## src/sv/lpsd_pkg.sv

```systemverilog
`timescale 1ns / 1ps
// ----------------------------------------------------------------------------
// lpsd_pkg: shared definitions for the length-prefixed stream deframer
// Field widths, default framing limits and the per-byte mark record.
// ----------------------------------------------------------------------------
package lpsd_pkg;

   localparam int BYTE_W   = 8;
   localparam int TAG_W    = 16;
   localparam int LEN_W    = 16;

   // Stream data word: byte in the low bits, session tag above it.
   localparam int DATA_W   = BYTE_W + TAG_W;

   // Result sideband bit positions.
   localparam int USER_FIRST = 0;
   localparam int USER_ERROR = 1;
   localparam int RSP_USER_W = 2;

   localparam int DEFAULT_HEADER_BYTES     = 4;
   localparam int DEFAULT_MAX_PACKET_BYTES = 4096;

   // Marks that the framer attaches to the byte being taken.
   typedef struct packed {
      logic first;
      logic last;
      logic error;
   } marks_type;

endpackage

```

## src/sv/length_prefixed_stream_deframer_core.sv

```systemverilog
`timescale 1ns / 1ps
// ----------------------------------------------------------------------------
// length_prefixed_stream_deframer_core: byte stream to packet deframer
// Cuts a byte stream into packets whose header opens with a little-endian
// total length, and marks each delivered byte with first, last and error.
// ----------------------------------------------------------------------------
//
//  Channel  Dir  tdata (low bit up)               tuser                  tlast
//  -------  ---  -------------------------------  ---------------------  -----------
//  req_     in   stream_byte[7:0], session_tag    deliver                -
//  rsp_     out  packet_byte[7:0], owner_tag      first_of_packet, error last_of_packet
//
// One request is taken per cycle unless a result waits on a stalled output;
// its result appears in the output register in the next cycle. Throughput is
// set by the single framing state update per request. A request with deliver
// low advances the framing and gives no result. The output register is
// refilled in the same cycle it is drained, so a stall on the result side
// holds req_tready low only while a result is waiting. Reset is synchronous
// and active high; it clears the framing state and the output valid flag.
//
module length_prefixed_stream_deframer_core #(
   parameter int HEADER_BYTES     = lpsd_pkg::DEFAULT_HEADER_BYTES,
   parameter int MAX_PACKET_BYTES = lpsd_pkg::DEFAULT_MAX_PACKET_BYTES
) (
   input  logic                            clock,
   input  logic                            reset,

   input  logic                            req_tvalid,
   output logic                            req_tready,
   // [7:0] stream_byte, [23:8] session_tag
   input  logic [lpsd_pkg::DATA_W-1:0]     req_tdata,
   // [0] deliver
   input  logic                            req_tuser,

   output logic                            rsp_tvalid,
   input  logic                            rsp_tready,
   // [7:0] packet_byte, [23:8] owner_tag
   output logic [lpsd_pkg::DATA_W-1:0]     rsp_tdata,
   // [0] first_of_packet, [1] length_error
   output logic [lpsd_pkg::RSP_USER_W-1:0] rsp_tuser,
   output logic                            rsp_tlast
);
   import lpsd_pkg::*;

   logic                  req_take;
   marks_type             marks;

   logic                  rsp_valid_ff, rsp_valid_in;
   logic [DATA_W-1:0]     rsp_data_ff, rsp_data_in;
   logic [RSP_USER_W-1:0] rsp_user_ff, rsp_user_in;
   logic                  rsp_last_ff, rsp_last_in;

   // The output register may be loaded whenever it is empty or being drained.
   assign req_tready = !rsp_valid_ff || rsp_tready;
   assign req_take   = req_tvalid && req_tready;

   lpsd_framer #(
      .HEADER_BYTES     (HEADER_BYTES),
      .MAX_PACKET_BYTES (MAX_PACKET_BYTES)
   ) u_framer (
      .clock     (clock),
      .reset     (reset),
      .step      (req_take),
      .data_byte (req_tdata[BYTE_W-1:0]),
      .marks     (marks)
   );

   always_comb begin
      rsp_valid_in = rsp_valid_ff && !rsp_tready;
      rsp_data_in  = rsp_data_ff;
      rsp_user_in  = rsp_user_ff;
      rsp_last_in  = rsp_last_ff;
      if (req_take) begin
         // Dropped bytes still advance framing but never reach the output.
         rsp_valid_in = req_tuser;
         rsp_data_in  = req_tdata;
         rsp_user_in  = '0;
         rsp_user_in[USER_FIRST] = marks.first;
         rsp_user_in[USER_ERROR] = marks.error;
         rsp_last_in  = marks.last;
      end
   end

   always_ff @(posedge clock) begin
      if (reset) begin
         rsp_valid_ff <= 1'b0;
      end else begin
         rsp_valid_ff <= rsp_valid_in;
      end
   end

   always_ff @(posedge clock) begin
      rsp_data_ff <= rsp_data_in;
      rsp_user_ff <= rsp_user_in;
      rsp_last_ff <= rsp_last_in;
   end

   assign rsp_tvalid = rsp_valid_ff;
   assign rsp_tdata  = rsp_data_ff;
   assign rsp_tuser  = rsp_user_ff;
   assign rsp_tlast  = rsp_last_ff;

`ifndef ASSERT_OFF
   // The opening header byte can never also close its packet.
   a_first_not_last: assert property (@(posedge clock) disable iff (reset)
      rsp_tvalid |-> !(rsp_tuser[USER_FIRST] && rsp_tlast))
      else $error("first and last marks on the same byte");

   // The length is unknown on the opening byte, so no error may show there.
   a_first_no_error: assert property (@(posedge clock) disable iff (reset)
      (rsp_tvalid && rsp_tuser[USER_FIRST]) |-> !rsp_tuser[USER_ERROR])
      else $error("length error flagged on the first header byte");

   // A delivered request always produces a result in the next cycle.
   a_deliver_gives_result: assert property (@(posedge clock) disable iff (reset)
      (req_tvalid && req_tready && req_tuser) |=> rsp_tvalid)
      else $error("delivered request lost");

   // Right after reset is released the output register is empty and requests
   // are taken.
   a_ready_after_reset: assert property (@(posedge clock)
      (!reset && $past(reset)) |-> (req_tready && !rsp_tvalid))
      else $error("not ready after reset");
`endif

endmodule

```

## src/sv/lpsd_framer.sv

```systemverilog
`timescale 1ns / 1ps
// ----------------------------------------------------------------------------
// lpsd_framer: packet boundary tracker
// Holds the position inside the current packet and its decoded length, and
// gives the marks for the byte presented this cycle.
// ----------------------------------------------------------------------------
module lpsd_framer #(
   parameter int HEADER_BYTES     = lpsd_pkg::DEFAULT_HEADER_BYTES,
   parameter int MAX_PACKET_BYTES = lpsd_pkg::DEFAULT_MAX_PACKET_BYTES
) (
   input  logic                        clock,
   input  logic                        reset,
   input  logic                        step,
   input  logic [lpsd_pkg::BYTE_W-1:0] data_byte,
   output lpsd_pkg::marks_type         marks
);
   import lpsd_pkg::*;

   localparam logic [LEN_W-1:0] HDR_LEN = LEN_W'(HEADER_BYTES);
   localparam logic [LEN_W-1:0] MAX_LEN = LEN_W'(MAX_PACKET_BYTES);

   logic [LEN_W-1:0]  pos_ff, pos_in;
   logic [LEN_W-1:0]  plen_ff, plen_in;
   logic [BYTE_W-1:0] low_ff, low_in;
   logic              err_ff, err_in;

   logic [LEN_W-1:0]  len_word;
   logic              len_bad;
   logic              is_first;
   logic              is_second;
   logic [LEN_W:0]    pos_next;

   always_comb begin
      is_first  = (pos_ff == '0);
      is_second = (pos_ff == LEN_W'(1));
      len_word  = {data_byte, low_ff};
      len_bad   = (len_word < HDR_LEN) || (len_word > MAX_LEN);
      pos_next  = {1'b0, pos_ff} + (LEN_W+1)'(1);

      low_in  = low_ff;
      plen_in = plen_ff;
      err_in  = err_ff;
      if (is_first) begin
         low_in = data_byte;
         err_in = 1'b0;
      end else if (is_second) begin
         // A bad length turns the packet into a header-only one.
         plen_in = len_bad ? HDR_LEN : len_word;
         err_in  = len_bad;
      end

      marks.first = is_first;
      marks.error = !is_first && err_in;
      marks.last  = !is_first && (pos_next >= {1'b0, plen_in});

      if (is_first) begin
         pos_in = LEN_W'(1);
      end else if (marks.last) begin
         pos_in = '0;
      end else begin
         pos_in = pos_next[LEN_W-1:0];
      end
   end

   always_ff @(posedge clock) begin
      if (reset) begin
         pos_ff  <= '0;
         plen_ff <= '0;
         low_ff  <= '0;
         err_ff  <= 1'b0;
      end else if (step) begin
         pos_ff  <= pos_in;
         plen_ff <= plen_in;
         low_ff  <= low_in;
         err_ff  <= err_in;
      end
   end

endmodule
```

## config.mk

```make
export PLATFORM = sky130hd
export DESIGN_NAME = length_prefixed_stream_deframer_core
export DESIGN_NICKNAME = d
export VERILOG_FILES = /design/src/sv/lpsd_pkg.sv /design/src/sv/length_prefixed_stream_deframer_core.sv /design/src/sv/lpsd_framer.sv
export SDC_FILE = /design/constraint.sdc
export NUM_CORES = 1
export LEC_CHECK = 0
export BUFFER_PORTS_ARGS = -buffer_cell sky130_fd_sc_hd__buf_2
export CAP_MARGIN = 15
export CORE_ASPECT_RATIO = 2
export CORE_MARGIN = 2
export CORE_UTILIZATION = 32
export DETAILED_ROUTE_END_ITERATION = 8
export GPL_TIMING_DRIVEN = 1
export PLACE_DENSITY = 0.47
export SLEW_MARGIN = 20
export SYNTH_ARGS = -nofsm -noshare
export SYNTH_HDL_FRONTEND = slang
export SYNTH_SLANG_ARGS = --single-unit
```

## constraint.sdc

```tcl
create_clock -name clock -period 3.8 [get_ports clock]
set_input_delay 0.38 -clock clock [delete_from_list [all_inputs] [get_ports clock]]
set_output_delay 0.38 -clock clock [all_outputs]
set_load 0.005 [all_outputs]
```

==> impl_metrics.sql, run 1 <==
INSERT INTO impl_metrics (metric_group, metric, value, unit) VALUES
('floorplanning', 'design.die.area', '11470', 'sq um'),
('grt', 'grt_pass1_wl', '13650', 'microns'),
('clock_tree', 'cts_max_level', '3', ''),
('clock_tree', 'cts_made_buffers', '9', ''),
('synthesis', 'synth.avg_cell_area', '9.896', 'sq um'),
('timing', 'achievable-frequency', '279.6', 'MHz'),
('clock_tree', 'clk_latency', '0.34', 'ns'),
('timing', 'tightestPinTransition', '0.9698', 'ns'),
('power_and_ir_drop', 'seq_power_share', '0.416', ''),
('power_and_ir_drop', 'netSwitchingPower', '441.5', 'uW'),
('power_and_ir_drop', 'power_frac_comb', '0.089', ''),
('setup_path', 'critical_path_arrival', '3.77', 'ns'),
('clock_tree', 'clk_pin_slew_worst_paths', '0.06', 'ns'),
('grt', 'antenna_found_initial', '0', ''),
('placement', 'post-dp-hpwl', '6403', 'microns'),
('placement', 'placement.cell_area', '3867', 'sq um'),
('synthesis', 'dominantRegCellSynth', 'dfxtp_1', ''),
('floorplanning', 'initial_utilization', '0.3251', ''),
('floorplanning', 'dieHeight', '149.4', 'microns'),
('grt', 'track_usage', '0.1550', ''),
('grt', 'first_global_vias', '2693', ''),
('final_layout', 'num-nets-final', '453', ''),
('outcome', 'status', 'completed', ''),
('timing', 'final_hold_viol_count', '0', ''),
('worst_hold_path', 'min-delay-path-class', 'input pin to flip-flop', ''),
('grt', 'grt_start_max_net_pins', '44', ''),
('setup_path', 'critical_path.max_fanout', '18', ''),
('synthesis', 'synth_cells', '342', ''),
('timing', 'report.final.slew_viol_count', '0', ''),
('power_and_ir_drop', 'clock_power_share', '0.495', ''),
('floorplanning', 'top_level_ports', '58', ''),
('setup_path', 'criticalPathCategory', 'flip-flop to flip-flop', ''),
('flow_run', 'timing.max_cap.violations', '0', ''),
('route', 'routed_wire_length_per_instance', '16.19', 'microns'),
('placement', 'portBuffers', '57', ''),
('setup_path', 'crit_end_element', 'flip-flop', ''),
('placement', 'place.gp.congestion', '0.8004', ''),
('synthesis', 'yosysWarnings', '0', ''),
('route', 'dr_total_vias', '2806', ''),
('clock_tree', 'cts-root-to-sink-buffers', '2', ''),
('synthesis', 'synth-async-reset-ratio', '0', ''),
('route', 'drt_first_iter_violations', '160', ''),
('timing', 'finalSetupViolations', '0', ''),
('final_layout', 'final_design_area_no_fill', '4260', 'sq um'),
('clock_tree', 'cts_root_buf', 'clkbuf_16', ''),
('route', 'detail_route.drc_violations', '0', ''),
('floorplanning', 'core.rowCount', '53', ''),
('floorplanning', 'die_x', '76.72', 'microns'),
('power_and_ir_drop', 'cellInternalPower', '1.512', 'mW'),
('synthesis', 'synthDominantCellAreaShare', '0.2484', ''),
('timing', 'slew-limit-headroom', '0.3500', ''),
('power_and_ir_drop', 'power.share.switching', '0.2260', ''),
('timing', 'finalSetupTns', '0', 'ns'),
('synthesis', 'syn-num-nets', '390', ''),
('final_layout', 'final_layout_size_suffix_gt1_frac', '0.2415', ''),
('final_layout', 'num_antenna_cells', '0', ''),
('timing', 'min_period_over_period', '0.9411', ''),
('power_and_ir_drop', 'vdd_drop_max', '0.2081', 'mV'),
('synthesis', 'synth.top_cells.by_area', 'dfxtp_1 25%, edfxtp_1 24%, ha_1 7.0%', ''),
('power_and_ir_drop', 'powerDensity', '458.6', 'nW/um^2'),
('final_layout', 'areaGrowthSynthToFinish', '25.88', '%'),
('route', 'drtAntennaViolNets', '0', ''),
('clock_tree', 'cts_hold_buf', '0', ''),
('synthesis', 'synth.ff_latch_count', '69', ''),
('synthesis', 'yosys.area.top_type', 'dfxtp_1', ''),
('clock_tree', 'clock_tree_from_tritoncts', 'built', ''),
('timing', 'layout_min_cycle_time', '3.576', 'ns'),
('timing', 'finClkSkew', '0.006765', 'ns'),
('final_layout', 'fillers', '1038', ''),
('setup_path', 'setup.worst_path.start_class', 'flip-flop', ''),
('route', 'routed_wirelength', '8858', 'microns'),
('power_and_ir_drop', 'static-leakage-power', '1.672', 'nW'),
('grt', 'globalRoute.totalOverflow', '0', ''),
('synthesis', 'syn-cell-area', '3384', 'sq um'),
('setup_path', 'reg2reg_setup_slack', '0.22', 'ns'),
('synthesis', 'synth-edff-count', '27', ''),
('floorplanning', 'fp.coreArea', '10410', 'sq um'),
('clock_tree', 'clock_sink_count', '69', ''),
('setup_path', 'timing.critical_path.required', '3.99', 'ns'),
('route', 'drt_first_pass_iters', '7', ''),
('route', 'drt-vias-per-instance', '5.130', ''),
('synthesis', 'yosysSeqAreaShare', '0.4880', ''),
('synthesis', 'synth.lib_cells_used.distinct', '42', '');
-- routing by layer --
metal  vias up  GRT usage  share of wire
li1       1374          -              -
met1      1340     0.1501           0.36
met2        71     0.2965           0.57
met3        21    0.03317          0.039
met4         0    0.08818          0.034
met5         -          0              0
-- synthesized netlist by cell type (3+ instances only) --
cell type / n
dfxtp_1: 42
a21oi_1: 27
and3_1: 4
a32oi_1: 12
nand3_1: 25
a31oi_1: 6
o21bai_1: 3
mux2i_1: 8
o21ai_0: 14
nor2_1: 47
nor3b_1: 4
nor4_1: 5
xor2_1: 7
xnor2_1: 7
nand2_1: 25
inv_1: 5
buf_6: 6
clkbuf_1: 13
edfxtp_1: 27
ha_1: 19
nand4_1: 9
-- power groups by stage --
stage / clock [mW] / sequential [mW] / combinational [mW]
2_1_floorplan: 0 / 0.829 / 0.0866
6_report: 0.967 / 0.812 / 0.175
3_3_place_gp: 0 / 0.826 / 0.170
3_5_place_dp: 0 / 0.827 / 0.172
4_1_cts: 0.987 / 0.811 / 0.172
5_1_grt: 1.01 / 0.814 / 0.191
-- cell type report --
| cell class | instances | area [sq um] | share of cell area |
|---|---|---|---|
| Tap cell | 137 | 171.4 | 0.04023 |
| Clock buffer | 10 | 229.0 | 0.05374 |
| Timing Repair Buffer | 74 | 480.5 | 0.1128 |
| Inverter | 5 | 18.77 | 0.004405 |
| Sequential cell | 69 | 1652 | 0.3877 |
| Clock inverter | 6 | 111.4 | 0.02614 |
| Multi-Input combinational cell | 246 | 1598 | 0.3750 |
-- path summary, 6_finish.rpt --
path	start	endpoint	cells after the start
setup / recovery	u_framer.low_ff[4]$_SDFFE_PP0P_	u_framer.pos_ff[7]$_SDFFE_PP0P_	16
hold / removal	req_tdata[17]	rsp_tdata[17]$_DFFE_PP_	1
setup reg to reg	u_framer.low_ff[4]$_SDFFE_PP0P_	u_framer.pos_ff[7]$_SDFFE_PP0P_	16
hold reg to reg	u_framer.plen_ff[14]$_SDFFE_PP0P_	u_framer.plen_ff[14]$_SDFFE_PP0P_	1
-- cells in the final DEF, fill, tap and decap left out, types with 8 or more instances in the layout --
| cell type | Yosys | layout |
|---|---|---|
| buf_2 | 2 | 57 |
| nor2_1 | 47 | 47 |
| dfxtp_1 | 42 | 42 |
| a21oi_1 | 27 | 27 |
| edfxtp_1 | 27 | 27 |
| nand2_1 | 25 | 25 |
| nand3_1 | 25 | 25 |
| ha_1 | 19 | 19 |
| o21ai_0 | 14 | 14 |
| buf_4 | 0 | 12 |
| a32oi_1 | 12 | 11 |
| clkbuf_16 | 0 | 10 |
| nand4_1 | 9 | 9 |
| mux2i_1 | 8 | 8 |
-- kinds of logic (layout without fill, tap and decap cells) --
kind of cell / Yosys count / count (layout) / share of synthesized area
fa+ha+maj: 19 / 19 / 0.07024
flops: 69 / 69 / 0.4880
mux: 8 / 8 / 0.02366
simple gates: 132 / 132 / 0.1945
xor+xnor: 14 / 14 / 0.03623
buf+inv: 27 / 95 / 0.04732
compound gates: 73 / 73 / 0.1401
-- stage by stage --
stage	power, mW	hold WS (ns)	instances	setup WS [ns]	util
after floorplan	0.9155	0.4541	342	0.4071	-
after global placement	0.9960	0.4609	529	0.1054	0.3715
after detailed placement	0.9985	0.4690	529	0.01835	0.3715
after CTS	1.970	0.2034	545	0.1114	0.4042
after global routing	2.016	0.2064	547	-0.004850	0.4092
final	1.954	0.2175	547	0.2239	0.4092
-- state kept, by name, summed over array words and instances (netlist names) --
| name | cells |
|---|---|
| u_framer.err_ff | 1 |
| u_framer.pos_ff | 16 |
| rsp_tvalid | 1 |
| u_framer.plen_ff | 16 |
| rsp_tlast | 1 |
| u_framer.low_ff | 8 |
| rsp_tdata | 24 |
| rsp_tuser | 2 |
-- critical path: stages (launching register included) --
cell and delay (ns):
dfxtp_1 0.35, nor4_2 0.29, buf_4 0.17, nand4_1 0.13, a2111oi_4 0.46, buf_12 0.19
nand2_1 0.06, nor2_1 0.09, a21oi_1 0.05, ha_1 0.33, nand4_1 0.17, nor4_2 0.30
o21bai_1 0.14, and4b_1 0.24, buf_12 0.16, a32oi_2 0.23, nor2_1 0.05
-- timing repair --
action,CTS,global route
setup buffers,0,1
resized for setup,0,3
endpoints found under the setup margin,0,13
No activity file was read; power rests on OpenSTA's default activity.
==> run 2, diff against run 1 <==
--- a/config.mk
+++ b/config.mk
@@ -12,7 +12,8 @@
 export CORE_UTILIZATION = 32
 export DETAILED_ROUTE_END_ITERATION = 8
 export GPL_TIMING_DRIVEN = 1
-export PLACE_DENSITY = 0.47
+export PLACE_DENSITY = 0.6
+export RECOVER_POWER = 100
 export SLEW_MARGIN = 20
 export SYNTH_ARGS = -nofsm -noshare
 export SYNTH_HDL_FRONTEND = slang
==> run 2 against run 1 <==
Against the previous run: the flow now finishes with violations (capacitance limit, slew limit); register-to-register slack hardly changed; design area decreased by 5.1%; worst hold slack hardly changed; clock skew decreased by 0.0028 ns; wire length down 8.4%; critical path type unchanged.
==> impl_metrics.sql, run 2 (synthesized netlist as in run 1, its figures left out) <==
INSERT INTO impl_metrics (metric_group, metric, value, unit) VALUES
('clock_tree', 'clk_latency', '0.33', 'ns'),
('flow_run', 'timing.max_cap.violations', '1', ''),
('timing', 'slew-limit-headroom', '-0.09912', ''),
('power_and_ir_drop', 'clock_power_share', '0.441', ''),
('clock_tree', 'clk_pin_slew_worst_paths', '0.06', 'ns'),
('grt', 'antenna_found_initial', '0', ''),
('timing', 'min_period_over_period', '0.9414', ''),
('final_layout', 'final_common_cell', 'nor2_1', ''),
('setup_path', 'setup.worst_path.start_class', 'flip-flop', ''),
('final_layout', 'final_layout_size_suffix_gt1_frac', '0.1658', ''),
('timing', 'tightestPinTransition', '1.636', 'ns'),
('power_and_ir_drop', 'cellInternalPower', '1.315', 'mW'),
('final_layout', 'final_design_area_no_fill', '4045', 'sq um'),
('power_and_ir_drop', 'total_power', '1.730', 'mW'),
('floorplanning', 'top_level_ports', '58', ''),
('route', 'drtAntennaViolNets', '0', ''),
('final_layout', 'fillers', '1063', ''),
('route', 'drt_first_pass_iters', '4', ''),
('floorplanning', 'fp.coreArea', '10410', 'sq um'),
('grt', 'grt_pass1_wl', '12900', 'microns'),
('setup_path', 'critical_path_arrival', '3.76', 'ns'),
('grt', 'first_global_vias', '2712', ''),
('route', 'routed_wirelength', '8110', 'microns'),
('clock_tree', 'cts_max_level', '3', ''),
('final_layout', 'final_cell_mix', '48 x nor2_1, 42 x dfxtp_1, 39 x buf_2', ''),
('final_layout', 'num-nets-final', '447', ''),
('power_and_ir_drop', 'power.share.switching', '0.2397', ''),
('final_layout', 'areaGrowthSynthToFinish', '19.52', '%'),
('clock_tree', 'clock_sink_count', '69', ''),
('floorplanning', 'die_x', '76.72', 'microns'),
('setup_path', 'critical_path.max_fanout', '26', ''),
('timing', 'finalSetupViolations', '0', ''),
('power_and_ir_drop', 'seq_power_share', '0.471', ''),
('clock_tree', 'cts_root_buf', 'clkbuf_16', ''),
('grt', 'grt_start_max_net_pins', '44', ''),
('floorplanning', 'dieHeight', '149.4', 'microns'),
('grt', 'globalRoute.totalOverflow', '0', ''),
('clock_tree', 'cts_made_buffers', '9', ''),
('outcome', 'failed_checks', 'capacitance limit, slew limit', ''),
('setup_path', 'criticalPathCategory', 'flip-flop to flip-flop', ''),
('timing', 'final_hold_viol_count', '0', ''),
('worst_hold_path', 'min-delay-path-class', 'input pin to flip-flop', ''),
('grt', 'track_usage', '0.1449', ''),
('placement', 'post-dp-hpwl', '6117', 'microns'),
('timing', 'report.final.slew_viol_count', '9', ''),
('floorplanning', 'initial_utilization', '0.3251', ''),
('power_and_ir_drop', 'power_frac_comb', '0.089', ''),
('timing', 'layout_min_cycle_time', '3.577', 'ns'),
('power_and_ir_drop', 'powerDensity', '427.7', 'nW/um^2'),
('final_layout', 'num_antenna_cells', '0', ''),
('floorplanning', 'design.die.area', '11470', 'sq um'),
('route', 'detail_route.drc_violations', '0', ''),
('route', 'drt_first_iter_violations', '179', ''),
('setup_path', 'timing.critical_path.required', '3.99', 'ns'),
('clock_tree', 'cts.repair_timing.setup_buffer_count', '0', ''),
('route', 'drt-vias-per-instance', '5.155', ''),
('power_and_ir_drop', 'netSwitchingPower', '414.6', 'uW'),
('power_and_ir_drop', 'vdd_drop_max', '0.3361', 'mV'),
('placement', 'place.gp.congestion', '0.8792', ''),
('timing', 'finClkSkew', '0.004001', 'ns'),
('final_layout', 'largest_reg_flops', '24', ''),
('timing', 'achievable-frequency', '279.6', 'MHz'),
('outcome', 'status', 'complete, but fails checks', ''),
('timing', 'setup_repair_after_global_routing_missed_its_margin', 'false', ''),
('clock_tree', 'cts_hold_buf', '0', ''),
('route', 'dr_total_vias', '2789', ''),
('clock_tree', 'clock_tree_from_tritoncts', 'built', ''),
('clock_tree', 'cts-root-to-sink-buffers', '2', ''),
('floorplanning', 'core.rowCount', '53', ''),
('power_and_ir_drop', 'static-leakage-power', '1.509', 'nW'),
('route', 'routed_wire_length_per_instance', '14.99', 'microns'),
('placement', 'portBuffers', '57', ''),
('placement', 'placement.cell_area', '3825', 'sq um'),
('timing', 'finalSetupTns', '0', 'ns'),
('setup_path', 'crit_end_element', 'flip-flop', '');
==> run 2: power by group through the flow <==
| stage | combinational [mW] | clock (mW) | sequential [mW] |
|---|---|---|---|
| after floorplan | 0.0866 | 0 | 0.829 |
| after global routing | 0.167 | 0.806 | 0.816 |
| after detailed placement | 0.159 | 0 | 0.829 |
| final | 0.153 | 0.763 | 0.814 |
| after global placement | 0.157 | 0 | 0.828 |
| after CTS | 0.160 | 0.773 | 0.813 |
==> run 2: worst paths after layout <==
kind | cells after the start | endpoint | slack (ns) | from
max reg2reg | 14 | u_framer.pos_ff[13]$_SDFFE_PP0P_ | 0.22 | u_framer.low_ff[4]$_SDFFE_PP0P_
min | 1 | rsp_tdata[20]$_DFFE_PP_ | 0.22 | req_tdata[20]
min reg2reg | 1 | u_framer.plen_ff[15]$_SDFFE_PP0P_ | 0.48 | u_framer.plen_ff[15]$_SDFFE_PP0P_
max | 14 | u_framer.pos_ff[13]$_SDFFE_PP0P_ | 0.22 | u_framer.low_ff[4]$_SDFFE_PP0P_
==> run 2: final cells by class <==
class | count | area (sq um) | area share
well taps | 137 | 171.4 | 0.04238
multi-input cells | 246 | 1564 | 0.3866
clock inverters | 4 | 25.02 | 0.006186
flip-flops and latches | 69 | 1652 | 0.4083
repair buffers | 68 | 367.9 | 0.09094
clock buffers | 12 | 246.5 | 0.06093
inverters | 5 | 18.77 | 0.004640
==> run 2: repair_timing <==
action / CTS / global route
endpoints found under the setup margin: 11 / 16
gates resized for setup: 1 / 1
gates cloned: 0 / 0
==> run 2: per-layer routing <==
metal	GRT usage	part of all wire
met1	0.1343	0.34
met3	0.02895	0.039
met4	0.08727	0.038
met5	0	0
met2	0.2833	0.58
==> run 2: stage by stage <==
stage	worst slack, ns	hold WS (ns)	std cells	util
floorplan	0.4071	0.4541	342	-
global placement	0.03166	0.4618	525	0.3674
detailed placement	-0.03846	0.4665	525	0.3674
CTS	0.08322	0.2121	541	0.3936
global route	0.01300	0.2111	541	0.3885
finish	0.2228	0.2172	541	0.3885
==> run 2: worst max-delay path, cell delays in order (launching register included) <==
cell	delay, ns
dfxtp_1	0.34
nor4_2	0.39
nand4_1	0.21
a2111oi_4	0.38
buf_12	0.21
nand2_1	0.06
nor2_1	0.08
a21oi_1	0.05
ha_1	0.33
nand4_1	0.16
nor4_1	0.33
o21bai_1	0.15
and4b_2	0.38
a32oi_1	0.26
nor2_1	0.07
==> run 3, diff against run 2 <==
--- a/config.mk
+++ b/config.mk
@@ -12,9 +12,9 @@
 export CORE_UTILIZATION = 32
 export DETAILED_ROUTE_END_ITERATION = 8
 export GPL_TIMING_DRIVEN = 1
-export PLACE_DENSITY = 0.6
+export PLACE_DENSITY = 0.62
 export RECOVER_POWER = 100
-export SLEW_MARGIN = 20
+export SLEW_MARGIN = 10
 export SYNTH_ARGS = -nofsm -noshare
 export SYNTH_HDL_FRONTEND = slang
 export SYNTH_SLANG_ARGS = --single-unit
==> constraint.sdc (replaced) <==
create_clock -name clock -period 3.2 [get_ports clock]
set_input_delay 0.32 -clock clock [delete_from_list [all_inputs] [get_ports clock]]
set_output_delay 0.32 -clock clock [all_outputs]
set_load 0.005 [all_outputs]
==> run 3 against run 2 <==
Against the previous run: the run ends with setup timing left; worst setup slack lost 0.51 ns; clock power grew 36%; worst hold slack lost 0.058 ns; wire length grew 29%; via count grew 15%; combinational power grew 110%; first-iteration DRC count grew 11%; register-to-register slack lost 0.51 ns; critical endpoint is now u_framer.pos_ff[2]$_SDFFE_PP0P_; design area grew 24%; global-route usage grew 3.1 points.
==> impl_metrics.sql, run 3 (synthesized netlist as in run 1, its figures left out) <==
INSERT INTO impl_metrics (metric_group, metric, value, unit) VALUES
('outcome', 'status', 'complete, but fails checks', ''),
('outcome', 'failed_checks', 'setup timing', ''),
('grt', 'first_global_vias', '3237', ''),
('power_and_ir_drop', 'static-leakage-power', '2.098', 'nW'),
('clock_tree', 'clock_sink_count', '69', ''),
('setup_path', 'worst_path_dominant_cell_family', 'simple AND/OR/NAND/NOR gates', ''),
('flow_run', 'timing.max_cap.violations', '0', ''),
('power_and_ir_drop', 'vdd_drop_max', '0.2584', 'mV'),
('setup_path', 'setup.worst_path.start_class', 'flip-flop', ''),
('route', 'drt_first_iter_violations', '199', ''),
('grt', 'track_usage', '0.1758', ''),
('final_layout', 'num_antenna_cells', '0', ''),
('final_layout', 'areaGrowthSynthToFinish', '48.80', '%'),
('clock_tree', 'cts_hold_buf', '0', ''),
('route', 'dr_total_vias', '3199', ''),
('clock_tree', 'clock_tree_from_tritoncts', 'built', ''),
('worst_hold_path', 'timing.hold.worst.start', 'req_tdata[12]', ''),
('setup_path', 'criticalPathCategory', 'flip-flop to flip-flop', ''),
('final_layout', 'largest_reg_flops', '24', ''),
('timing', 'finalSetupViolations', '17', ''),
('setup_path', 'critical_path.max_fanout', '7', ''),
('setup_path', 'path_depth', '17', ''),
('timing', 'slew-limit-headroom', '0.3615', ''),
('floorplanning', 'core.rowCount', '53', ''),
('final_layout', 'utilization', '0.4837', ''),
('grt', 'grt_pass1_wl', '15570', 'microns'),
('grt', 'globalRoute.totalOverflow', '0', ''),
('final_layout', 'final_cell_mix', '69 x buf_4, 55 x buf_2, 40 x dfxtp_1', ''),
('route', 'drt_first_pass_iters', '4', ''),
('floorplanning', 'dieHeight', '149.4', 'microns'),
('floorplanning', 'die_x', '76.72', 'microns'),
('route', 'routed_wirelength', '10440', 'microns'),
('timing', 'setup_repair_after_global_routing_missed_its_margin', 'true', ''),
('timing', 'final_critical_path_setup_slack', '-0.2896', 'ns'),
('clock_tree', 'cts_made_buffers', '9', ''),
('setup_path', 'cp_slowest_stage_delay', '0.46', 'ns'),
('timing', 'final_hold_viol_count', '0', ''),
('setup_path', 'crit_path_top_delay_cell', 'or3b_4', ''),
('final_layout', 'final_design_area_no_fill', '5036', 'sq um'),
('clock_tree', 'clk_latency', '0.33', 'ns'),
('clock_tree', 'clk_pin_slew_worst_paths', '0.05', 'ns'),
('final_layout', 'final_common_cell', 'buf_4', ''),
('worst_hold_path', 'holdPathStages', '1', ''),
('final_layout', 'final_cell_count_no_fill', '620', ''),
('setup_path', 'cp_num_buf_inv', '6', ''),
('route', 'drt-vias-per-instance', '5.160', ''),
('clock_tree', 'cts-root-to-sink-buffers', '2', ''),
('clock_tree', 'cts_root_buf', 'clkbuf_16', ''),
('setup_path', 'timing.critical_path.cells', 'nor4_4, nand4_1, or3b_4, buf_6, buf_6, nor2_4, a21oi_1, ha_1, nand4_1, buf_4, nor2_2, o31ai_4, buf_6, buf_4, buf_4, a32oi_1, nor2_1', ''),
('route', 'routed_wire_length_per_instance', '16.84', 'microns'),
('floorplanning', 'fp.coreArea', '10410', 'sq um'),
('setup_path', 'timing.critical_path.required', '3.39', 'ns'),
('timing', 'finClkSkew', '0.001934', 'ns'),
('grt', 'grt_start_max_net_pins', '43', ''),
('setup_path', 'critPathLaunch', 'u_framer.pos_ff[15]$_SDFFE_PP0P_', ''),
('route', 'drtAntennaViolNets', '0', ''),
('clock_tree', 'cts_max_level', '3', ''),
('power_and_ir_drop', 'powerDensity', '460.9', 'nW/um^2'),
('setup_path', 'critical_path_arrival', '3.68', 'ns'),
('worst_hold_path', 'min-delay-path-class', 'input pin to flip-flop', ''),
('timing', 'finalSetupTns', '-4.124', 'ns'),
('setup_path', 'launch_point_of_the_worst_reg_to_reg_path', 'u_framer.pos_ff[15]$_SDFFE_PP0P_', ''),
('final_layout', 'final_layout_size_suffix_gt1_frac', '0.4224', ''),
('timing', 'achievable-frequency', '286.6', 'MHz'),
('floorplanning', 'top_level_ports', '58', ''),
('floorplanning', 'initial_utilization', '0.3251', ''),
('setup_path', 'timing.reg2reg.worst_path_depth', '17', ''),
('timing', 'min_period_over_period', '1.090', ''),
('timing', 'holdWs', '0.1588', 'ns'),
('route', 'detail_route.drc_violations', '0', ''),
('timing', 'tightestPinTransition', '0.9554', 'ns'),
('timing', 'layout_min_cycle_time', '3.490', 'ns'),
('placement', 'place.gp.congestion', '0.8714', ''),
('placement', 'post-dp-hpwl', '6599', 'microns'),
('grt', 'antenna_found_initial', '0', ''),
('floorplanning', 'design.die.area', '11470', 'sq um'),
('setup_path', 'crit_end_element', 'flip-flop', ''),
('timing', 'report.final.slew_viol_count', '0', ''),
('final_layout', 'num-nets-final', '526', ''),
('placement', 'post-place-cells', '571', ''),
('placement', 'portBuffers', '57', ''),
('placement', 'placement.cell_area', '4159', 'sq um'),
('final_layout', 'fillers', '940', '');
-- run 3: area by class of cell --
cell class	instances	area (sq um)	share of cell area
repair buffers	147	1050	0.2084
flip-flops and latches	69	1654	0.3284
inverters	5	18.77	0.003727
multi-input cells	246	1833	0.3640
well taps	137	171.4	0.03404
clock buffers	12	236.5	0.04696
clock inverters	4	72.57	0.01441
-- run 3: per-stage QoR --
stage | setup slack (ns) | power, mW
after global placement | -0.3163 | 1.193
after global routing | -0.4511 | 2.388
after floorplan | -0.05990 | 1.092
after CTS | -0.2329 | 2.294
final | -0.2896 | 2.321
after detailed placement | -0.3934 | 1.199
-- run 3: repair_timing --
| action | 4_1_cts | 5_1_grt |
|---|---|---|
| endpoints found under the hold margin | 0 | 0 |
| cloned | 5 | 1 |
| gates resized for setup | 30 | 41 |
| setup endpoints to repair | 17 | 23 |
| buffers inserted | 24 | 6 |
| pin swaps | 28 | 12 |
-- run 3: routing by layer --
| layer | GRT usage | wire length, microns | vias to the layer above |
|---|---|---|---|
| met5 | 0 | 0 | - |
| met4 | 0.1418 | 543 | 0 |
| met3 | 0.02955 | 386 | 31 |
| met2 | 0.3456 | 6189 | 100 |
| met1 | 0.1496 | 3321 | 1547 |
| li1 | - | - | 1521 |
-- run 3: final timing paths --
kind / slack, ns / to
hold reg to reg: 0.48 / u_framer.plen_ff[8]$_SDFFE_PP0P_
setup / recovery: -0.29 / u_framer.pos_ff[2]$_SDFFE_PP0P_
hold / removal: 0.16 / rsp_tdata[12]$_DFFE_PP_
setup reg to reg: -0.29 / u_framer.pos_ff[2]$_SDFFE_PP0P_
-- run 3: power breakdown --
group	switching (mW)	total, mW	leakage, nW	internal (mW)
registers	0.0130	0.963	0.604	0.950
logic	0.166	0.318	1.35	0.152
clock network	0.359	1.04	0.147	0.681
